## config.mk

```make
export PLATFORM = sky130hd
export DESIGN_NAME = block_run_length_encoder
export DESIGN_NICKNAME = d
export VERILOG_FILES = /design/src/hw/rtl/rle_pkg.sv /design/src/hw/rtl/rle_store.sv /design/src/hw/rtl/rle_seq.sv /design/src/hw/rtl/block_run_length_encoder.sv
export SDC_FILE = /design/constraint.sdc
export NUM_CORES = 1
export LEC_CHECK = 0
export BUFFER_PORTS_ARGS = -buffer_cell sky130_fd_sc_hd__buf_2
export CAP_MARGIN = 20
export CELL_PAD_IN_SITES_DETAIL_PLACEMENT = 0
export CELL_PAD_IN_SITES_GLOBAL_PLACEMENT = 1
export CORE_UTILIZATION = 35
export CTS_CLUSTER_SIZE = 12
export DETAILED_ROUTE_END_ITERATION = 8
export MAX_ROUTING_LAYER = met4
export PLACE_DENSITY = 0.56
export SLEW_MARGIN = 0
export SYNTH_ARGS = -nofsm -noshare
export SYNTH_HDL_FRONTEND = slang
export SYNTH_SLANG_ARGS = --single-unit
```

## constraint.sdc

```tcl
create_clock -name clk -period 5.9 [get_ports clk]
set_clock_uncertainty 0.15 [all_clocks]
set_input_delay 1.18 -clock clk [delete_from_list [all_inputs] [get_ports clk]]
set_output_delay 1.18 -clock clk [all_outputs]
set_load 0.1 [all_outputs]
```

## src/hw/rtl/rle_pkg.sv

```systemverilog
// shared constants and types for the block run-length encoder
// no dependencies; imported by all rtl modules of the block
`timescale 1ns / 1ps
`default_nettype none

package rle_pkg;

  localparam int MAX_BLOCK_DEF = 16;
  localparam int IDX_W         = 5;
  localparam int BYTE_W        = 8;
  localparam int CNT_W         = 8;

  localparam logic [CNT_W-1:0] COUNT_CAP = 8'd255;
  localparam logic [IDX_W-1:0] LEN_RESET = 5'd1;

  // control from the sequencer to the block stores
  typedef struct packed {
    logic              new_we;
    logic [IDX_W-1:0]  new_waddr;
    logic [BYTE_W-1:0] new_wdata;
    logic              run_we;
    logic [IDX_W-1:0]  run_waddr;
    logic [BYTE_W-1:0] run_wdata;
    logic [IDX_W-1:0]  rd_addr;
  } store_ctl_t;

endpackage

`default_nettype wire

```

## src/hw/rtl/rle_store.sv

```systemverilog
// block stores: the block being filled and the block of the current run
// depends on rle_pkg; one write port per store, shared registered read address
`timescale 1ns / 1ps
`default_nettype none

module rle_store #(
  parameter int MAX_BLOCK = rle_pkg::MAX_BLOCK_DEF
) (
  input  wire                      clk,
  input  rle_pkg::store_ctl_t      ctl,
  output logic [rle_pkg::BYTE_W-1:0] run_q,
  output logic [rle_pkg::BYTE_W-1:0] new_q
);
  import rle_pkg::*;

  localparam int AW = (MAX_BLOCK > 1) ? $clog2(MAX_BLOCK) : 1;

  logic [BYTE_W-1:0] new_mem [MAX_BLOCK];
  logic [BYTE_W-1:0] run_mem [MAX_BLOCK];

  always_ff @(posedge clk) begin
    if (ctl.new_we) begin
      new_mem[ctl.new_waddr[AW-1:0]] <= ctl.new_wdata;
    end
    new_q <= new_mem[ctl.rd_addr[AW-1:0]];
  end

  always_ff @(posedge clk) begin
    if (ctl.run_we) begin
      run_mem[ctl.run_waddr[AW-1:0]] <= ctl.run_wdata;
    end
    run_q <= run_mem[ctl.rd_addr[AW-1:0]];
  end

endmodule

`default_nettype wire

```

## src/hw/rtl/rle_seq.sv

```systemverilog
// sequencer of the block run-length encoder: fill, compare, copy and emit passes
// depends on rle_pkg; drives rle_store and owns the output register
`timescale 1ns / 1ps
`default_nettype none

module rle_seq #(
  parameter int MAX_BLOCK = rle_pkg::MAX_BLOCK_DEF
) (
  input  wire                         clk,
  input  wire                         rst,
  input  wire  [rle_pkg::IDX_W-1:0]   blk_len,
  input  wire                         in_valid,
  output logic                        in_ready,
  input  wire                         in_action,
  input  wire  [rle_pkg::BYTE_W-1:0]  in_byte,
  output logic                        out_valid,
  input  wire                         out_ready,
  output logic [rle_pkg::BYTE_W-1:0]  out_byte,
  output logic                        out_last,
  output rle_pkg::store_ctl_t         ctl,
  input  wire  [rle_pkg::BYTE_W-1:0]  run_q,
  input  wire  [rle_pkg::BYTE_W-1:0]  new_q
);
  import rle_pkg::*;

  localparam logic [1:0] ST_IDLE  = 2'd0;
  localparam logic [1:0] ST_COUNT = 2'd1;
  localparam logic [1:0] ST_RD    = 2'd2;
  localparam logic [1:0] ST_WK    = 2'd3;

  localparam logic [1:0] OP_CMP  = 2'd0;
  localparam logic [1:0] OP_COPY = 2'd1;
  localparam logic [1:0] OP_RUN  = 2'd2;
  localparam logic [1:0] OP_PART = 2'd3;

  localparam logic [IDX_W-1:0] MAX_LEN = IDX_W'(MAX_BLOCK);

  logic [1:0]        state;
  logic [1:0]        op;
  logic [IDX_W-1:0]  idx;
  logic [IDX_W-1:0]  fill;
  logic [IDX_W-1:0]  part_n;
  logic [CNT_W-1:0]  count;
  logic              have_run;
  logic              mism;
  logic              copy_after;
  logic              part_after;

  logic              accept;
  logic              out_free;
  logic              out_load;
  logic [IDX_W-1:0]  fill_inc;
  logic              last_idx;
  logic              mism_next;
  logic [BYTE_W-1:0] emit_byte;
  logic              emit_last;

  always_comb begin
    in_ready  = (state == ST_IDLE);
    accept    = in_valid && in_ready;
    out_free  = !out_valid || out_ready;
    // the output register takes a count byte or a block byte this cycle
    out_load  = out_free && ((state == ST_COUNT) ||
                ((state == ST_WK) && (op != OP_CMP) && (op != OP_COPY)));
    fill_inc  = fill + 1'b1;
    last_idx  = (idx == blk_len - 1'b1);
    mism_next = mism || (run_q != new_q);

    // zero padding beyond the gathered bytes of a partial block
    if (op == OP_PART) begin
      emit_byte = (idx < part_n) ? new_q : '0;
    end else begin
      emit_byte = run_q;
    end
    emit_last = last_idx && ((op == OP_PART) || !part_after);

    ctl.new_we    = accept && !in_action && (fill < MAX_LEN);
    ctl.new_waddr = fill;
    ctl.new_wdata = in_byte;
    ctl.run_we    = (state == ST_WK) &&
                    ((op == OP_COPY) || ((op == OP_RUN) && copy_after && out_free));
    ctl.run_waddr = idx;
    ctl.run_wdata = new_q;
    ctl.rd_addr   = idx;
  end

  always_ff @(posedge clk) begin
    if (rst) begin
      state     <= ST_IDLE;
      fill      <= '0;
      count     <= '0;
      have_run  <= 1'b0;
      out_valid <= 1'b0;
    end else begin
      if (out_load) begin
        out_valid <= 1'b1;
      end else if (out_ready) begin
        out_valid <= 1'b0;
      end
      case (state)
        ST_IDLE: begin
          if (accept) begin
            idx <= '0;
            if (!in_action) begin
              if (fill_inc >= blk_len) begin
                fill  <= '0;
                mism  <= 1'b0;
                op    <= have_run ? OP_CMP : OP_COPY;
                state <= ST_RD;
              end else begin
                fill <= fill_inc;
              end
            end else begin
              fill       <= '0;
              part_n     <= (fill < blk_len) ? fill : blk_len;
              part_after <= (fill != '0);
              copy_after <= 1'b0;
              if (have_run) begin
                op    <= OP_RUN;
                state <= ST_COUNT;
              end else if (fill != '0) begin
                op    <= OP_PART;
                state <= ST_COUNT;
              end
            end
          end
        end
        ST_COUNT: begin
          if (out_free) begin
            out_byte  <= (op == OP_PART) ? CNT_W'(1) : count;
            out_last  <= 1'b0;
            idx       <= '0;
            state     <= ST_RD;
          end
        end
        ST_RD: begin
          state <= ST_WK;
        end
        ST_WK: begin
          case (op)
            OP_CMP: begin
              mism <= mism_next;
              if (last_idx) begin
                if (!mism_next && (count != COUNT_CAP)) begin
                  count <= count + 1'b1;
                  state <= ST_IDLE;
                end else begin
                  op         <= OP_RUN;
                  copy_after <= 1'b1;
                  part_after <= 1'b0;
                  state      <= ST_COUNT;
                end
              end else begin
                idx   <= idx + 1'b1;
                state <= ST_RD;
              end
            end
            OP_COPY: begin
              if (last_idx) begin
                count    <= CNT_W'(1);
                have_run <= 1'b1;
                state    <= ST_IDLE;
              end else begin
                idx   <= idx + 1'b1;
                state <= ST_RD;
              end
            end
            default: begin
              if (out_free) begin
                out_byte  <= emit_byte;
                out_last  <= emit_last;
                if (last_idx) begin
                  if ((op == OP_RUN) && copy_after) begin
                    count <= CNT_W'(1);
                    state <= ST_IDLE;
                  end else if ((op == OP_RUN) && part_after) begin
                    op    <= OP_PART;
                    state <= ST_COUNT;
                  end else begin
                    // end of a flush
                    count    <= '0;
                    have_run <= 1'b0;
                    state    <= ST_IDLE;
                  end
                end else begin
                  idx   <= idx + 1'b1;
                  state <= ST_RD;
                end
              end
            end
          endcase
        end
        default: begin
          state <= ST_IDLE;
        end
      endcase
    end
  end

endmodule

`default_nettype wire

```

## src/hw/rtl/block_run_length_encoder.sv

```systemverilog
// block run-length encoder, top level
// depends on rle_pkg, rle_store and rle_seq
//
// Input stream (s_axis): one byte per transfer in tdata, tuser = 1 flushes
// the pending run at end of stream (tdata is ignored then). Output stream
// (m_axis): encoded bytes, a count byte followed by the bytes of one block;
// tlast marks the final byte caused by one input transfer.
// block_length (cfg_wr_en / cfg_wr_data) sets the bytes per block, 0 acts
// as 1 and values above MAX_BLOCK act as MAX_BLOCK; write it only while idle.
// Passes: a byte that does not complete a block starts no pass. A completed
// block is compared one entry at a time (registered store read, then the
// shared byte compare). An emitted run sends the count byte, then each block
// byte with its own registered store read, and the store copy rides along with
// that pass; the first block of a run is copied one entry at a time by its own pass.
// The input is not ready while a pass is running; an output stall holds the
// output register and the pass waits on it.
// Reset clears the run, the fill count and the output valid flag and sets
// block_length to 1; the block stores need no clearing.
`timescale 1ns / 1ps
`default_nettype none

module block_run_length_encoder #(
  parameter int MAX_BLOCK = rle_pkg::MAX_BLOCK_DEF
) (
  input  wire                        clk,
  input  wire                        rst,
  input  wire                        cfg_wr_en,
  input  wire  [rle_pkg::IDX_W-1:0]  cfg_wr_data,    // block_length
  input  wire                        s_axis_tvalid,
  output logic                       s_axis_tready,
  input  wire  [rle_pkg::BYTE_W-1:0] s_axis_tdata,   // data_byte
  input  wire                        s_axis_tuser,   // action
  output logic                       m_axis_tvalid,
  input  wire                        m_axis_tready,
  output logic [rle_pkg::BYTE_W-1:0] m_axis_tdata,   // out_byte
  output logic                       m_axis_tlast    // last
);
  import rle_pkg::*;

  localparam logic [IDX_W-1:0] MAX_LEN = IDX_W'(MAX_BLOCK);

  logic [IDX_W-1:0]  block_length;
  logic [IDX_W-1:0]  eff_len;
  store_ctl_t        ctl;
  logic [BYTE_W-1:0] run_q;
  logic [BYTE_W-1:0] new_q;

  always_ff @(posedge clk) begin
    if (rst) begin
      block_length <= LEN_RESET;
    end else if (cfg_wr_en) begin
      block_length <= cfg_wr_data;
    end
  end

  always_comb begin
    if (block_length == '0) begin
      eff_len = IDX_W'(1);
    end else if (block_length > MAX_LEN) begin
      eff_len = MAX_LEN;
    end else begin
      eff_len = block_length;
    end
  end

  rle_store #(
    .MAX_BLOCK(MAX_BLOCK)
  ) u_store (
    .clk  (clk),
    .ctl  (ctl),
    .run_q(run_q),
    .new_q(new_q)
  );

  rle_seq #(
    .MAX_BLOCK(MAX_BLOCK)
  ) u_seq (
    .clk      (clk),
    .rst      (rst),
    .blk_len  (eff_len),
    .in_valid (s_axis_tvalid),
    .in_ready (s_axis_tready),
    .in_action(s_axis_tuser),
    .in_byte  (s_axis_tdata),
    .out_valid(m_axis_tvalid),
    .out_ready(m_axis_tready),
    .out_byte (m_axis_tdata),
    .out_last (m_axis_tlast),
    .ctl      (ctl),
    .run_q    (run_q),
    .new_q    (new_q)
  );

endmodule

`default_nettype wire

```

==> impl_metrics.py, run 1 <==
metrics = {
    "sta": {
        "fin_ws_ns": 2.44,
        "worst_slew_pin_slew_ns": 1.06,
        "fmax_mhz": 289,
        "slew_headroom": 0.285,
        "hold_violations": 0,
        "setup_viol": 0,
        "holdWs_ns": 0.361,
        "min_period_ns": 3.46,
        "rsz0062_at_grt": "no",
        "setup_tns_ns": 0,
        "finalCritPeriodShare": 0.587,
        "finalMaxSlewViolations": 0,
    },
    "placement": {
        "hpwl_um": 19500,
        "place_ws_ns": 1.79,
        "placed_area_um2": 14000,
        "port_buffers": 29,
        "dp_cells": 1282,
        "routabilityCongestion": 0.806,
    },
    "job": {
        "drv_cap": 0,
    },
    "clock_tree": {
        "htreeDepth": 2,
        "cts_resized": 0,
        "worstSkewPairLatency_ns": 0.52,
        "holdBufCountCts": 0,
        "cts_setup_buffers": 0,
        "path_clk_slew_ns": 0.06,
        "tritoncts": "built",
        "cts_sinks": 318,
        "numCtsBuffers": 35,
        "root_buffer": "clkbuf_16",
        "max-clock-path-buffers": 3,
    },
    "detailed_routing": {
        "drc": 0,
        "vias": 6875,
        "ant_nets": 0,
        "routed_wl_um": 29400,
        "drt_iter0_drc": 362,
        "vias_per_cell": 5.10,
        "wl_per_cell_um": 21.8,
        "drt_first_pass_iters": 5,
    },
    "yosys": {
        "yosys_warnings": 0,
        "async_reset_ff_frac": 0,
        "synth_ff_type": "edfxtp_1",
        "yosysMostFrequentCell": "edfxtp_1",
        "synth_area_um2": 13300,
        "postSynthAreaPerCell_um2": 17.3,
        "yosys-top-cells-area": "edfxtp_1 63%, mux4_2 14%, dfxtp_1 5.7%",
        "synth.distinct_cells": 57,
        "synth_edf_count": 280,
        "synth_nets": 816,
        "synth_top_area_frac": 0.634,
        "synth-seq-cells": 318,
        "netlist.top_cell.by_area": "edfxtp_1",
        "syn_inst": 769,
        "synthTopCellsByCount": "280 x edfxtp_1, 80 x mux4_2, 42 x nor2_1",
        "seq_area_frac_synth": 0.691,
    },
    "power_and_ir_drop": {
        "cellPowerDensity_nw_per_um2": 373,
        "net-switching-power_mw": 1.50,
        "sw_frac_of_total": 0.265,
        "total_power_mw": 5.64,
        "clkPwrFrac": 0.358,
        "p_int_mw": 4.15,
        "seqPwrFrac": 0.470,
        "comb_power_share": 0.172,
        "peakVddDrop_uv": 248,
        "p_leak_nw": 4.97,
    },
    "setup_path": {
        "worstPathMaxFanout": 11,
        "required_ns": 6.19,
        "critical_path_class": "flip-flop to flip-flop",
        "critPathArrivalTime_ns": 3.75,
        "reg2reg_slack_ns": 2.44,
        "cp-start-kind": "flip-flop",
        "worst_setup_path_end_kind": "flip-flop",
    },
    "die": {
        "coreArea_um2": 37000,
        "start_util": 0.359,
        "die_area_um2": 38700,
        "ios": 30,
        "die_h_um": 197,
        "die-width_um": 197,
        "fp-row-count": 70,
    },
    "global_route": {
        "grt_pass1_vias": 7182,
        "grt_max_degree": 39,
        "grt_util_all_layers": 0.163,
        "antenna_found_initial": 0,
        "grt_pass1_wl_um": 45100,
        "overflow": 0,
    },
    "cells_and_area": {
        "n_antenna_cell": 0,
        "areaGrowthSynthToFinish_pct": 14.1,
        "final_nets": 868,
        "final.fill_count": 3362,
        "fin_area_um2": 15100,
        "drive_above_1_share": 0.230,
        "final_cells": 1347,
        "fin_util": 0.410,
    },
    "outcome": {
        "outcome": "completed",
    },
    "min_path": {
        "hp-class": "flip-flop to flip-flop",
    },
}
placed cells by master (no fill, tap or decap), drive strengths merged, types with 3 or more instances in the layout:
cell,netlist,routed
edfxtp,280,280
mux4,80,80
buf,14,51
clkbuf,24,49
nor2,42,42
dfxtp,38,38
nand2,34,34
ha,28,28
a21oi,26,26
inv,22,23
nor3,22,22
o21ai,15,15
nand2b,14,14
nand3,11,11
xor2,11,11
clkinv,0,11
mux2i,10,10
and3,10,10
nor2b,8,8
xnor2,6,6
and2,6,6
o2bb2ai,6,6
nor4,5,5
o21a,4,4
a21o,4,4
a211o,4,4
or2,4,4
a2111oi,4,4
a21boi,3,3
and4,3,3
a22oi,3,3
a211oi,3,3
flip-flops by register name, indices dropped and copies added, names as in the netlist, 2 cells and up:
| signal | flops |
|---|---|
| u_store.new_mem | 128 |
| u_store.run_mem | 128 |
| u_seq.count | 8 |
| u_seq.out_byte | 8 |
| u_store.new_q | 8 |
| u_store.run_q | 8 |
| block_length | 5 |
| u_seq.fill | 5 |
| u_seq.idx | 5 |
| u_seq.part_n | 5 |
| u_seq.op | 2 |
| u_seq.state | 2 |
worst paths after layout:
check | start | to | cells past startpoint
min reg2reg | u_seq.count[1] | u_seq.count[1] | 2
min | u_seq.count[1] | u_seq.count[1] | 2
max reg2reg | block_length[2] | u_seq.count[5] | 11
max | block_length[2] | u_seq.count[5] | 11
layer usage:
layer	global-route usage	vias to the layer above	part of all wire
met5	-	-	0
met2	0.268	158	0.50
li1	-	3153	-
met3	0.0262	39	0.038
met4	0.0390	0	0.017
met1	0.211	3525	0.45
power by group through the flow:
| stage | registers [mW] | logic, mW | clock network [mW] |
|---|---|---|---|
| after floorplan | 2.79 | 0.566 | 0 |
| after global placement | 2.71 | 0.955 | 0 |
| after detailed placement | 2.71 | 0.971 | 0 |
| after CTS | 2.66 | 0.972 | 2.08 |
| after global routing | 2.66 | 1.05 | 2.16 |
| final | 2.66 | 0.969 | 2.02 |
critical path, cell delays in order (launching register included):
cell	delay, ns
dfxtp_1	0.36
nor3_1	0.27
nor2_1	0.07
nor2_1	0.26
inv_1	0.11
ha_1	0.32
xor2_1	0.18
nand2_1	0.07
a211oi_1	0.46
o211ai_1	0.49
nor3_2	0.46
o2bb2ai_1	0.18
cells by family after synthesis:
group / count (synthesis) / synth area share
compound gates: 86 / 0.0440
xor+xnor: 17 / 0.0112
fa+ha+maj: 28 / 0.0264
buf+inv: 60 / 0.0184
flops: 318 / 0.691
mux: 92 / 0.145
simple gates: 168 / 0.0638
layout make-up:
class	instances	area (um^2)	area share
clock inverter	12	72.6	0.00479
tap	504	631	0.0417
sequential	318	9170	0.606
clock buffer	47	993	0.0656
inverter	22	82.6	0.00545
multi-input combinational	391	3850	0.255
timing repair buffer	53	338	0.0223
No activity file was read; power rests on OpenSTA's default activity.
==> run 2: changes to the inputs <==
clock period = 3.3 ns   (was 5.9 ns; I/O delays follow)
==> run 2 against run 1 <==
  * Clock power up 86%
  * Combinational power grew 74%
  * Wire length shrank 4.4%
  * Total power increased by 81%
  * Highest routed layer unchanged
==> impl_metrics.py, run 2 (synthesis results as in run 1) <==
metrics = {
    "power_and_ir_drop": {
        "net-switching-power_mw": 2.66,
        "seqPwrFrac": 0.468,
        "p_leak_nw": 5.11,
        "peakVddDrop_uv": 404,
        "sw_frac_of_total": 0.260,
        "clkPwrFrac": 0.367,
        "comb_power_share": 0.165,
        "cellPowerDensity_nw_per_um2": 664,
        "p_int_mw": 7.56,
    },
    "sta": {
        "holdWs_ns": 0.202,
        "finalMaxSlewViolations": 0,
        "fmax_mhz": 322,
        "finalCritPeriodShare": 0.943,
        "rsz0062_at_grt": "no",
        "worst_slew_pin_slew_ns": 0.879,
        "min_period_ns": 3.11,
        "setup_tns_ns": 0,
        "slew_headroom": 0.412,
        "hold_violations": 0,
        "setup_viol": 0,
    },
    "cells_and_area": {
        "final_nets": 894,
        "fin_area_um2": 15400,
        "final_common_cell": "edfxtp_1",
        "areaGrowthSynthToFinish_pct": 16.0,
        "drive_above_1_share": 0.248,
        "n_antenna_cell": 0,
        "final_cell_mix": "280 x edfxtp_1, 80 x mux4_2, 48 x buf_4",
        "final_cells": 1378,
        "fin_util": 0.416,
    },
    "detailed_routing": {
        "wl_per_cell_um": 20.4,
        "ant_nets": 0,
        "vias": 6851,
        "drt_iter0_drc": 396,
        "routed_wl_um": 28100,
        "drc": 0,
        "vias_per_cell": 4.97,
        "drt_first_pass_iters": 4,
    },
    "clock_tree": {
        "tritoncts": "built",
        "root_buffer": "clkbuf_16",
        "numCtsBuffers": 35,
        "max-clock-path-buffers": 3,
        "path_clk_slew_ns": 0.06,
        "cts_setup_buffers": 0,
        "worstSkewPairLatency_ns": 0.52,
        "cts_sinks": 318,
        "htreeDepth": 2,
    },
    "die": {
        "die_h_um": 197,
        "ios": 30,
        "die-width_um": 197,
        "die_area_um2": 38700,
        "coreArea_um2": 37000,
        "fp-row-count": 70,
        "start_util": 0.359,
    },
    "global_route": {
        "overflow": 0,
        "grt_pass1_wl_um": 43800,
        "grt_max_degree": 38,
        "grt_util_all_layers": 0.156,
        "antenna_found_initial": 0,
        "grt_pass1_vias": 7223,
    },
    "placement": {
        "dp_cells": 1314,
        "placed_area_um2": 14300,
        "routabilityCongestion": 0.825,
        "port_buffers": 29,
        "hpwl_um": 19200,
    },
    "setup_path": {
        "required_ns": 3.30,
        "critPathArrivalTime_ns": 3.11,
        "worst_setup_path_end_kind": "flip-flop",
        "critical_path_class": "flip-flop to flip-flop",
        "worstPathMaxFanout": 5,
        "cp-start-kind": "flip-flop",
    },
    "min_path": {
        "hp-class": "input port to flip-flop",
    },
    "outcome": {
        "outcome": "completed",
    },
    "job": {
        "drv_cap": 0,
    },
}
run 2: changes by cell type in the layout (fill, tap and decap cells not counted), moves of 3 or more:
cell       previous run  this run
buf_2                32        29
buf_4                18        48
bufinv_16             0         3
clkbuf_1              7        16
clkinv_2              8         2
run 2: routing by layer:
layer / vias to the layer above / GRT usage / routed length (um)
met2: 106 / 0.250 / 13600
met4: 0 / 0.0393 / 480
met1: 3506 / 0.207 / 12900
li1: 3206 / - / -
met5: - / - / 0
met3: 33 / 0.0265 / 1080
run 2: stage by stage:
stage / power [mW] / worst slack (ns)
floorplan: 6.00 / 0.0999
global placement: 6.54 / 0.290
detailed placement: 6.58 / 0.182
CTS: 10.3 / 0.152
global route: 10.7 / 0.0377
finish: 10.2 / 0.190
run 2: layout make-up:
cell class | instances | area [um^2]
Timing Repair Buffer | 79 | 546
Multi-Input combinational cell | 391 | 3870
Clock buffer | 52 | 950
Tap cell | 504 | 631
Sequential cell | 318 | 9170
Clock inverter | 12 | 145
Inverter | 22 | 82.6
Fill cell | 3362 | 21600
run 2: what timing repair did:
item | CTS | global route
gates resized for setup | 0 | 4
endpoints found under the setup margin | 0 | 9
hold buffers | 0 | 0
run 2: power groups by stage:
stage	sequential (mW)	combinational (mW)	clock, mW
after detailed placement	4.88	1.70	0
after floorplan	4.99	1.01	0
after global placement	4.87	1.67	0
after global routing	4.80	1.83	4.02
after CTS	4.79	1.71	3.85
final	4.79	1.69	3.75
run 2: final timing paths:
path	startpoint	end	slack, ns	depth (start not counted)
worst min-delay path	cfg_wr_data[0]	block_length[0]	0.20	2
worst max register to register	u_seq.fill[0]	u_seq.mism	0.19	8
worst max-delay path	u_seq.fill[0]	u_seq.mism	0.19	8
worst min register to register	u_seq.count[1]	u_seq.count[1]	0.36	2
run 2: critical path: stages (launching register included):
cell,delay [ns]
dfxtp_1,0.41
inv_1,0.15
ha_1,0.34
ha_1,0.28
a21boi_0,0.29
o221a_2,0.25
o21a_1,0.12
o21ai_0,0.13
a2111oi_0,0.64
